### src/rtl/uartrx_pkg.sv
`timescale 1ns / 1ps

package uartrx_pkg;

   localparam int unsigned DATA_BITS = 8;
   localparam logic [15:0] BIT_TICKS_RESET = 16'd1667;

   typedef struct packed {
      logic rx_line;
      logic pop_request;
      logic flush_request;
   } req_type;

   typedef struct packed {
      logic        byte_received;
      logic [7:0]  received_byte;
      logic [7:0]  head_byte;
      logic        pop_valid;
      logic [5:0]  fifo_count;
      logic [15:0] overflow_count;
      logic [15:0] frame_error_count;
   } rsp_type;

endpackage

### src/rtl/uart_rx_with_fifo.sv
`timescale 1ns / 1ps

// Channel    Ports                             Moves per transfer
// ---------  --------------------------------  -------------------------------------
// input      req_valid, req_stall, req_payload  one line sample, pop and flush request
// result     rsp_valid, rsp_stall, rsp_payload  one status word per sample
// config     csr_write_en, csr_write_data       bit_ticks, ticks per serial bit
//
// One sample is taken per cycle while the result channel is not stalled; each sample
// passes through the input register and then the result register.
// Throughput is set by the single-pass receive/FIFO update between those registers.
// Reset is synchronous and active high; the FIFO storage is not cleared, empty
// entries are never shown. A stalled result holds the input register, which stalls
// the input channel in the same cycle; no transfer is lost or repeated.

module uart_rx_with_fifo #(
   parameter int unsigned FIFO_DEPTH = 64
) (
   input  logic                clock,
   input  logic                reset,
   input  logic                req_valid,
   output logic                req_stall,
   input  uartrx_pkg::req_type req_payload,
   output logic                rsp_valid,
   input  logic                rsp_stall,
   output uartrx_pkg::rsp_type rsp_payload,
   input  logic                csr_write_en,
   input  logic [15:0]         csr_write_data
);

   localparam int unsigned PTR_W = (FIFO_DEPTH > 1) ? $clog2(FIFO_DEPTH) : 1;
   localparam int unsigned DW    = (PTR_W + 1 > 6) ? PTR_W + 1 : 6;
   localparam logic [PTR_W-1:0] PTR_LAST = PTR_W'(FIFO_DEPTH - 1);
   localparam logic [DW-1:0]    DEPTH_DW = DW'(FIFO_DEPTH);

   typedef enum logic [1:0] {
      PH_IDLE  = 2'd0,
      PH_START = 2'd1,
      PH_DATA  = 2'd2,
      PH_STOP  = 2'd3
   } phase_type;

   // control and state
   logic                in_valid_ff;
   uartrx_pkg::req_type in_ff;
   logic                rsp_valid_ff, rsp_valid_in;
   uartrx_pkg::rsp_type rsp_ff, rsp_in;
   logic [15:0]         bit_ticks_ff;
   logic                prev_line_ff, prev_line_in;
   phase_type           phase_ff, phase_in;
   logic [15:0]         tick_ff, tick_in;
   logic [2:0]          bit_pos_ff, bit_pos_in;
   logic [7:0]          shift_ff, shift_in;
   logic [PTR_W-1:0]    wr_ptr_ff, wr_ptr_in;
   logic [PTR_W-1:0]    rd_ptr_ff, rd_ptr_in;
   logic [15:0]         ovf_ff, ovf_in;
   logic [15:0]         ferr_ff, ferr_in;

   // memory
   logic [7:0]          fifo_mem [FIFO_DEPTH];
   logic [7:0]          rd_data_ff;
   logic                byp_ff;
   logic [7:0]          byp_data_ff;

   logic                advance;
   logic                proc;
   logic [15:0]         full_ticks;
   logic [15:0]         half_ticks;
   logic [15:0]         tick_inc;
   logic                store_en;
   logic [PTR_W-1:0]    wr_next;
   logic [PTR_W-1:0]    rd_next;
   logic                empty_before;
   logic [7:0]          head_mem;
   logic [7:0]          head;
   logic [DW-1:0]       wr_dw, rd_dw, occ;

   assign advance   = !rsp_valid_ff || !rsp_stall;
   assign proc      = in_valid_ff && advance;
   assign req_stall = in_valid_ff && !advance;
   assign rsp_valid = rsp_valid_ff;
   assign rsp_payload = rsp_ff;

   assign full_ticks = (bit_ticks_ff == 16'd0) ? 16'd1 : bit_ticks_ff;
   assign half_ticks = (full_ticks[15:1] == 15'd0) ? 16'd1 : {1'b0, full_ticks[15:1]};
   assign tick_inc   = tick_ff + 16'd1;
   assign wr_next    = (wr_ptr_ff == PTR_LAST) ? '0 : wr_ptr_ff + 1'b1;
   assign rd_next    = (rd_ptr_ff == PTR_LAST) ? '0 : rd_ptr_ff + 1'b1;
   assign head_mem   = byp_ff ? byp_data_ff : rd_data_ff;

   always_comb begin
      prev_line_in = prev_line_ff;
      phase_in     = phase_ff;
      tick_in      = tick_ff;
      bit_pos_in   = bit_pos_ff;
      shift_in     = shift_ff;
      wr_ptr_in    = wr_ptr_ff;
      rd_ptr_in    = rd_ptr_ff;
      ovf_in       = ovf_ff;
      ferr_in      = ferr_ff;
      store_en     = 1'b0;
      head         = 8'd0;
      empty_before = (rd_ptr_ff == wr_ptr_ff);
      rsp_in       = '0;
      wr_dw        = '0;
      rd_dw        = '0;
      occ          = '0;

      if (proc) begin
         unique case (phase_ff)
            PH_IDLE: begin
               if (prev_line_ff && !in_ff.rx_line) begin
                  phase_in = PH_START;
                  tick_in  = 16'd0;
               end
            end
            PH_START: begin
               tick_in = tick_inc;
               if (tick_inc >= half_ticks) begin
                  tick_in = 16'd0;
                  if (in_ff.rx_line) begin
                     phase_in = PH_IDLE;  // glitch
                  end else begin
                     phase_in   = PH_DATA;
                     bit_pos_in = 3'd0;
                     shift_in   = 8'd0;
                  end
               end
            end
            PH_DATA: begin
               tick_in = tick_inc;
               if (tick_inc >= full_ticks) begin
                  tick_in = 16'd0;
                  if (in_ff.rx_line) begin
                     shift_in[bit_pos_ff] = 1'b1;
                  end
                  if (bit_pos_ff == 3'(uartrx_pkg::DATA_BITS - 1)) begin
                     bit_pos_in = 3'd0;
                     phase_in   = PH_STOP;
                  end else begin
                     bit_pos_in = bit_pos_ff + 3'd1;
                  end
               end
            end
            PH_STOP: begin
               tick_in = tick_inc;
               if (tick_inc >= full_ticks) begin
                  tick_in  = 16'd0;
                  phase_in = PH_IDLE;
                  if (!in_ff.rx_line) begin
                     ferr_in = ferr_ff + 16'd1;
                  end else if (wr_next != rd_ptr_ff) begin
                     store_en  = 1'b1;
                     wr_ptr_in = wr_next;
                  end else begin
                     ovf_in = ovf_ff + 16'd1;
                  end
               end
            end
            default: phase_in = PH_IDLE;
         endcase
         prev_line_in = in_ff.rx_line;

         // a byte stored into an empty FIFO is the head this tick
         if (!empty_before) begin
            head = head_mem;
         end else if (store_en) begin
            head = shift_ff;
         end

         if (in_ff.pop_request && (rd_ptr_ff != wr_ptr_in)) begin
            rd_ptr_in = rd_next;
         end
         if (in_ff.flush_request) begin
            wr_ptr_in = '0;
            rd_ptr_in = '0;
         end

         wr_dw = DW'(wr_ptr_in);
         rd_dw = DW'(rd_ptr_in);
         occ   = (wr_dw >= rd_dw) ? (wr_dw - rd_dw) : (DEPTH_DW + wr_dw - rd_dw);

         rsp_in.byte_received     = store_en;
         rsp_in.received_byte     = store_en ? shift_ff : 8'd0;
         rsp_in.head_byte         = head;
         rsp_in.pop_valid         = in_ff.pop_request && (rd_ptr_ff != wr_ptr_ff || store_en);
         rsp_in.fifo_count        = occ[5:0];
         rsp_in.overflow_count    = ovf_in;
         rsp_in.frame_error_count = ferr_in;
      end
   end

   always_comb begin
      rsp_valid_in = rsp_valid_ff;
      if (proc) begin
         rsp_valid_in = 1'b1;
      end else if (!rsp_stall) begin
         rsp_valid_in = 1'b0;
      end
   end

   always_ff @(posedge clock) begin
      if (reset) begin
         in_valid_ff  <= 1'b0;
         rsp_valid_ff <= 1'b0;
         bit_ticks_ff <= uartrx_pkg::BIT_TICKS_RESET;
         prev_line_ff <= 1'b1;
         phase_ff     <= PH_IDLE;
         tick_ff      <= 16'd0;
         bit_pos_ff   <= 3'd0;
         shift_ff     <= 8'd0;
         wr_ptr_ff    <= '0;
         rd_ptr_ff    <= '0;
         ovf_ff       <= 16'd0;
         ferr_ff      <= 16'd0;
      end else begin
         if (!req_stall) begin
            in_valid_ff <= req_valid;
         end
         rsp_valid_ff <= rsp_valid_in;
         if (csr_write_en) begin
            bit_ticks_ff <= csr_write_data;
         end
         prev_line_ff <= prev_line_in;
         phase_ff     <= phase_in;
         tick_ff      <= tick_in;
         bit_pos_ff   <= bit_pos_in;
         shift_ff     <= shift_in;
         wr_ptr_ff    <= wr_ptr_in;
         rd_ptr_ff    <= rd_ptr_in;
         ovf_ff       <= ovf_in;
         ferr_ff      <= ferr_in;
      end
      if (!req_stall) begin
         in_ff <= req_payload;
      end
      if (proc) begin
         rsp_ff <= rsp_in;
      end
   end

   // read the next head every cycle; forward a same-edge write to that entry
   always_ff @(posedge clock) begin
      if (store_en) begin
         fifo_mem[wr_ptr_ff] <= shift_ff;
      end
      rd_data_ff  <= fifo_mem[rd_ptr_in];
      byp_ff      <= store_en && (wr_ptr_ff == rd_ptr_in);
      byp_data_ff <= shift_ff;
   end

   a_ptr_range: assert property (@(posedge clock) disable iff (reset)
      (32'(wr_ptr_ff) < FIFO_DEPTH) && (32'(rd_ptr_ff) < FIFO_DEPTH))
      else $error("FIFO pointer beyond depth");

   a_store_phase: assert property (@(posedge clock) disable iff (reset)
      store_en |-> (phase_ff == PH_STOP) && proc)
      else $error("byte stored outside stop bit");

   a_flush: assert property (@(posedge clock) disable iff (reset)
      (proc && in_ff.flush_request) |=> (wr_ptr_ff == '0) && (rd_ptr_ff == '0))
      else $error("flush left pointers set");

   a_bitpos: assert property (@(posedge clock) disable iff (reset)
      (phase_ff != PH_DATA) |-> (bit_pos_ff == 3'd0))
      else $error("bit position set outside data phase");

   a_result: assert property (@(posedge clock) disable iff (reset)
      proc |=> rsp_valid_ff)
      else $error("processed sample produced no result");

endmodule

### config.mk
export PLATFORM = sky130hd
export DESIGN_NAME = uart_rx_with_fifo
export DESIGN_NICKNAME = d
export VERILOG_FILES = /design/src/rtl/uartrx_pkg.sv /design/src/rtl/uart_rx_with_fifo.sv
export SDC_FILE = /design/constraint.sdc
export NUM_CORES = 1
export LEC_CHECK = 0
export ABC_AREA = 0
export BUFFER_PORTS_ARGS = -buffer_cell sky130_fd_sc_hd__buf_4
export CAP_MARGIN = 15
export CORE_MARGIN = 10
export CORE_UTILIZATION = 62
export DETAILED_ROUTE_END_ITERATION = 8
export PLACE_DENSITY = 0.79
export SETUP_SLACK_MARGIN = 0.2
export SLEW_MARGIN = 40
export SYNTH_ARGS = -nofsm -noshare
export SYNTH_HDL_FRONTEND = slang
export SYNTH_SLANG_ARGS = --single-unit
### constraint.sdc
create_clock -name clock -period 6.2 [get_ports clock]
set_input_delay 0 -clock clock [delete_from_list [all_inputs] [get_ports clock]]
set_output_delay 0 -clock clock [all_outputs]
set_load 0.005 [all_outputs]
==> impl_metrics.ini <==
[synthesis]
synth_xor_area_share_pct = 2.47
synth.avg_cell_area_um2 = 13.0
async_flop_share_pct = 0
synth_commonest_cells = edfxtp_1, nand2_1, nor2_1
yosys.cell_types.count = 88
yosys.area.top_type = edfxtp_1
yosysSeqAreaShare_pct = 65.7
synth_top_family_by_area = simple AND/OR/NAND/NOR gates
synth.area.mux_share_pct = 6.45
synth-seq-cells = 680
synth_most_common_cell = edfxtp_1
synth_top_flop_cell = edfxtp_1
synth_area_leaders = edfxtp_1, dfxtp_1, mux2i_1, nand2_1, nor2_1
synth_fa_ha_area_share_pct = 1.90
ys_warn_count = 0
synth-compound-area-share_pct = 7.57
yosys.area_share.simple_pct = 12.6
syn_inst = 2266
synth_top_area_share_pct = 58.3
synth_edf_count = 571
synth_area_um2 = 29400
syn_nets = 2334

[timing]
rsz0062_at_grt = yes
finalCritPeriodShare_pct = 92.9
setup_tns_ns = 0
finalHoldViolCount = 0
setup_viol = 0
post-route-min-period_ns = 5.76
worstMarginPinSlew_ns = 0.934
clock_skew_ns = 0.0287
timing.final.ws_setup_ns = 0.439
maxSlewHeadroom_pct = 37.5
fmax_mhz = 174
fin_hold_ws_ns = 0.127
maxSlewViolCount = 0

[placed_design]
dp_slack_ns = 0.277
routabilityCongestion = 0.941
dp_hpwl_um = 47300
port_buffers = 81

[power]
powerDensity_nw_per_um2 = 273
p_clk_share_pct = 45.0
p_leak_nw = 12.5
netSwitchingFraction_pct = 19.6
internal_power_mw = 7.44
p_sw_mw = 1.82
sequentialPowerShare_pct = 53.3
combPwrFrac_pct = 1.8
total_power_mw = 9.26
ir_worst_vdd_mv = 0.253

[cts]
clk_path_buf_depth = 3
cts_tree = built
clk_latency_ns = 0.61
cts_buffers = 69
cts_max_level = 3
clk_pin_slew_ns = 0.06
root_buffer = clkbuf_16
clock-sinks = 680

[setup_path]
cp.required_ns = 6.70
critPathLaunchType = register
reg2regPathDepth = 24
crit_chain = ha_1, nand3_1, nor2_1, and3_1, and3_1, nand3_1, xnor2_1, ha_1, nand4_1, inv_1, a21oi_1, o31ai_1, buf_4, a31oi_1, o22ai_2, o2111ai_4, o211a_4, buf_12, buf_12, nand2_1, and3_1, a311oi_1, nor3_1, o41ai_2
path_max_fanout = 25
cp_slowest_cell = a311oi_1
cp-end-kind = register
crit_top_cell = and3_1
crit_type = register to register
worst-endpoint-arrival_ns = 6.26
slowest_delay_ns = 0.55

[detailed_routing]
ant_nets = 0
drtIter0Drc = 2894
wl_per_cell_um = 25.0
vias_per_cell = 6.45
vias = 20000
dr.pass1.iters = 8
remaining_drc_errors = 0
drt_wl_total_um = 77500

[job]
maxCapViolCount = 0

[floorplan]
ios = 82
die_y_um = 238
die-area_um2 = 56500
die_w_um = 238
rows = 79
coreArea_um2 = 46800
start_util_pct = 62.9

[run_status]
outcome = completed

[global_route]
grt_pass1_wl_um = 117000
grt_max_degree = 77
grt-ovfl-total = 0
grt_usage_pct = 26.9
antenna_found_initial = 3
grt_pass1_vias = 19600

[hold_path]
hold_depth = 2
min_path_type = primary input to register

[cells_and_area]
fin_nets = 2500
drive_above_1_share_pct = 16.0
final_util_pct = 72.6
syn_to_final_growth_pct = 15.4
power by group through the flow:
stage | Combinational [mW] | Sequential [mW] | Clock (mW)
final | 0.164 | 4.93 | 4.16
after global routing | 0.178 | 4.93 | 4.37
after CTS | 0.159 | 4.93 | 4.19
after detailed placement | 0.128 | 5.03 | 0
after global placement | 0.124 | 5.03 | 0
after floorplan | 0.0694 | 5.03 | 0
stage by stage:
step / instances / instance area, µm²
global placement: 2905 / 30800
global route: 3096 / 33900
detailed placement: 2905 / 30800
finish: 3097 / 33900
floorplan: 2266 / 29400
CTS: 3086 / 33700
sequential cells by signal, summed over array words and instances (netlist names), 6 cells and up, named ones only:
register	flops
bit_ticks_ff	16
byp_data_ff	8
ferr_ff	16
fifo_mem	512
ovf_ff	16
rd_data_ff	8
rd_ptr_ff	6
rsp_payload	56
shift_ff	8
tick_ff	16
wr_ptr_ff	6
path summary, 6_finish.rpt:
check	startpoint	endpoint	slack, ns
worst min-delay path	req_payload[2]	in_ff[2]$_DFFE_PN_	0.13
worst min register to register	shift_ff[0]$_SDFFE_PP0P_	shift_ff[0]$_SDFFE_PP0P_	0.47
worst max register to register	tick_ff[0]$_SDFFE_PP0P_	rd_data_ff[1]$_DFF_P_	0.44
worst max-delay path	tick_ff[0]$_SDFFE_PP0P_	rd_data_ff[1]$_DFF_P_	0.44
what timing repair did:
action	4_1_cts	5_1_grt
resized for setup	0	15
endpoints found under the hold margin	71	0
hold buffers	54	0
setup endpoints to repair	0	9
setup buffers	0	6
critical path: cells and delay by family (launching register included):
kind / cells / cell delay (ns)
adder cells (fa/ha/maj): 2 / 0.54
buffers and inverters: 4 / 0.65
AO/OA/AOI/OAI: 8 / 2.28
AND/OR/NAND/NOR: 9 / 1.43
XOR/XNOR: 1 / 0.29
flip-flops: 1 / 0.46
cell families after synthesis:
| logic type | after synthesis |
|---|---|
| and+or+nand+nor | 810 |
| DFF | 680 |
| muxes | 159 |
| AOI/OAI and AO/OA | 294 |
| adders and majority gates | 44 |
| buffers and inverters | 197 |
| xor gates and xnor gates | 82 |
placed cells by master, fill, tap and decap left out, drive strengths merged, types with 13 or more instances in the layout:
cell type / n
nor2: 193
a32o: 13
or3: 16
nor3: 28
dlygate4sd3: 54
inv: 69
and2: 14
nand3: 87
o2111ai: 30
mux4: 24
nand2: 334
and3: 36
o21ai: 39
a32oi: 18
buf: 169
nand2b: 23
clkinv: 28
a31oi: 21
clkbuf: 87
a21oi: 59
ha: 43
xor2: 33
dfxtp: 109
edfxtp: 571
mux2i: 131
nand4: 29
xnor2: 49
routing by layer:
metal | wire length [µm] | GRT usage [%] | vias to the layer above
li1 | - | - | 8763
met1 | 29300 | 34.6 | 9681
met2 | 36000 | 42.5 | 1299
met3 | 9220 | 7.54 | 239
met4 | 2870 | 11.0 | 4
met5 | 67 | 0 | -
final cells by class:
type | count | area (µm²)
diodes | 2 | 5.00
flip-flops and latches | 680 | 19300
multi-input cells | 1391 | 9350
repair buffers | 224 | 1950
clock buffers | 86 | 1870
fillers | 2847 | 12800
inverters | 66 | 248
clock inverters | 41 | 395
well taps | 607 | 759
Note: power is estimated with default switching activity, not from simulation.
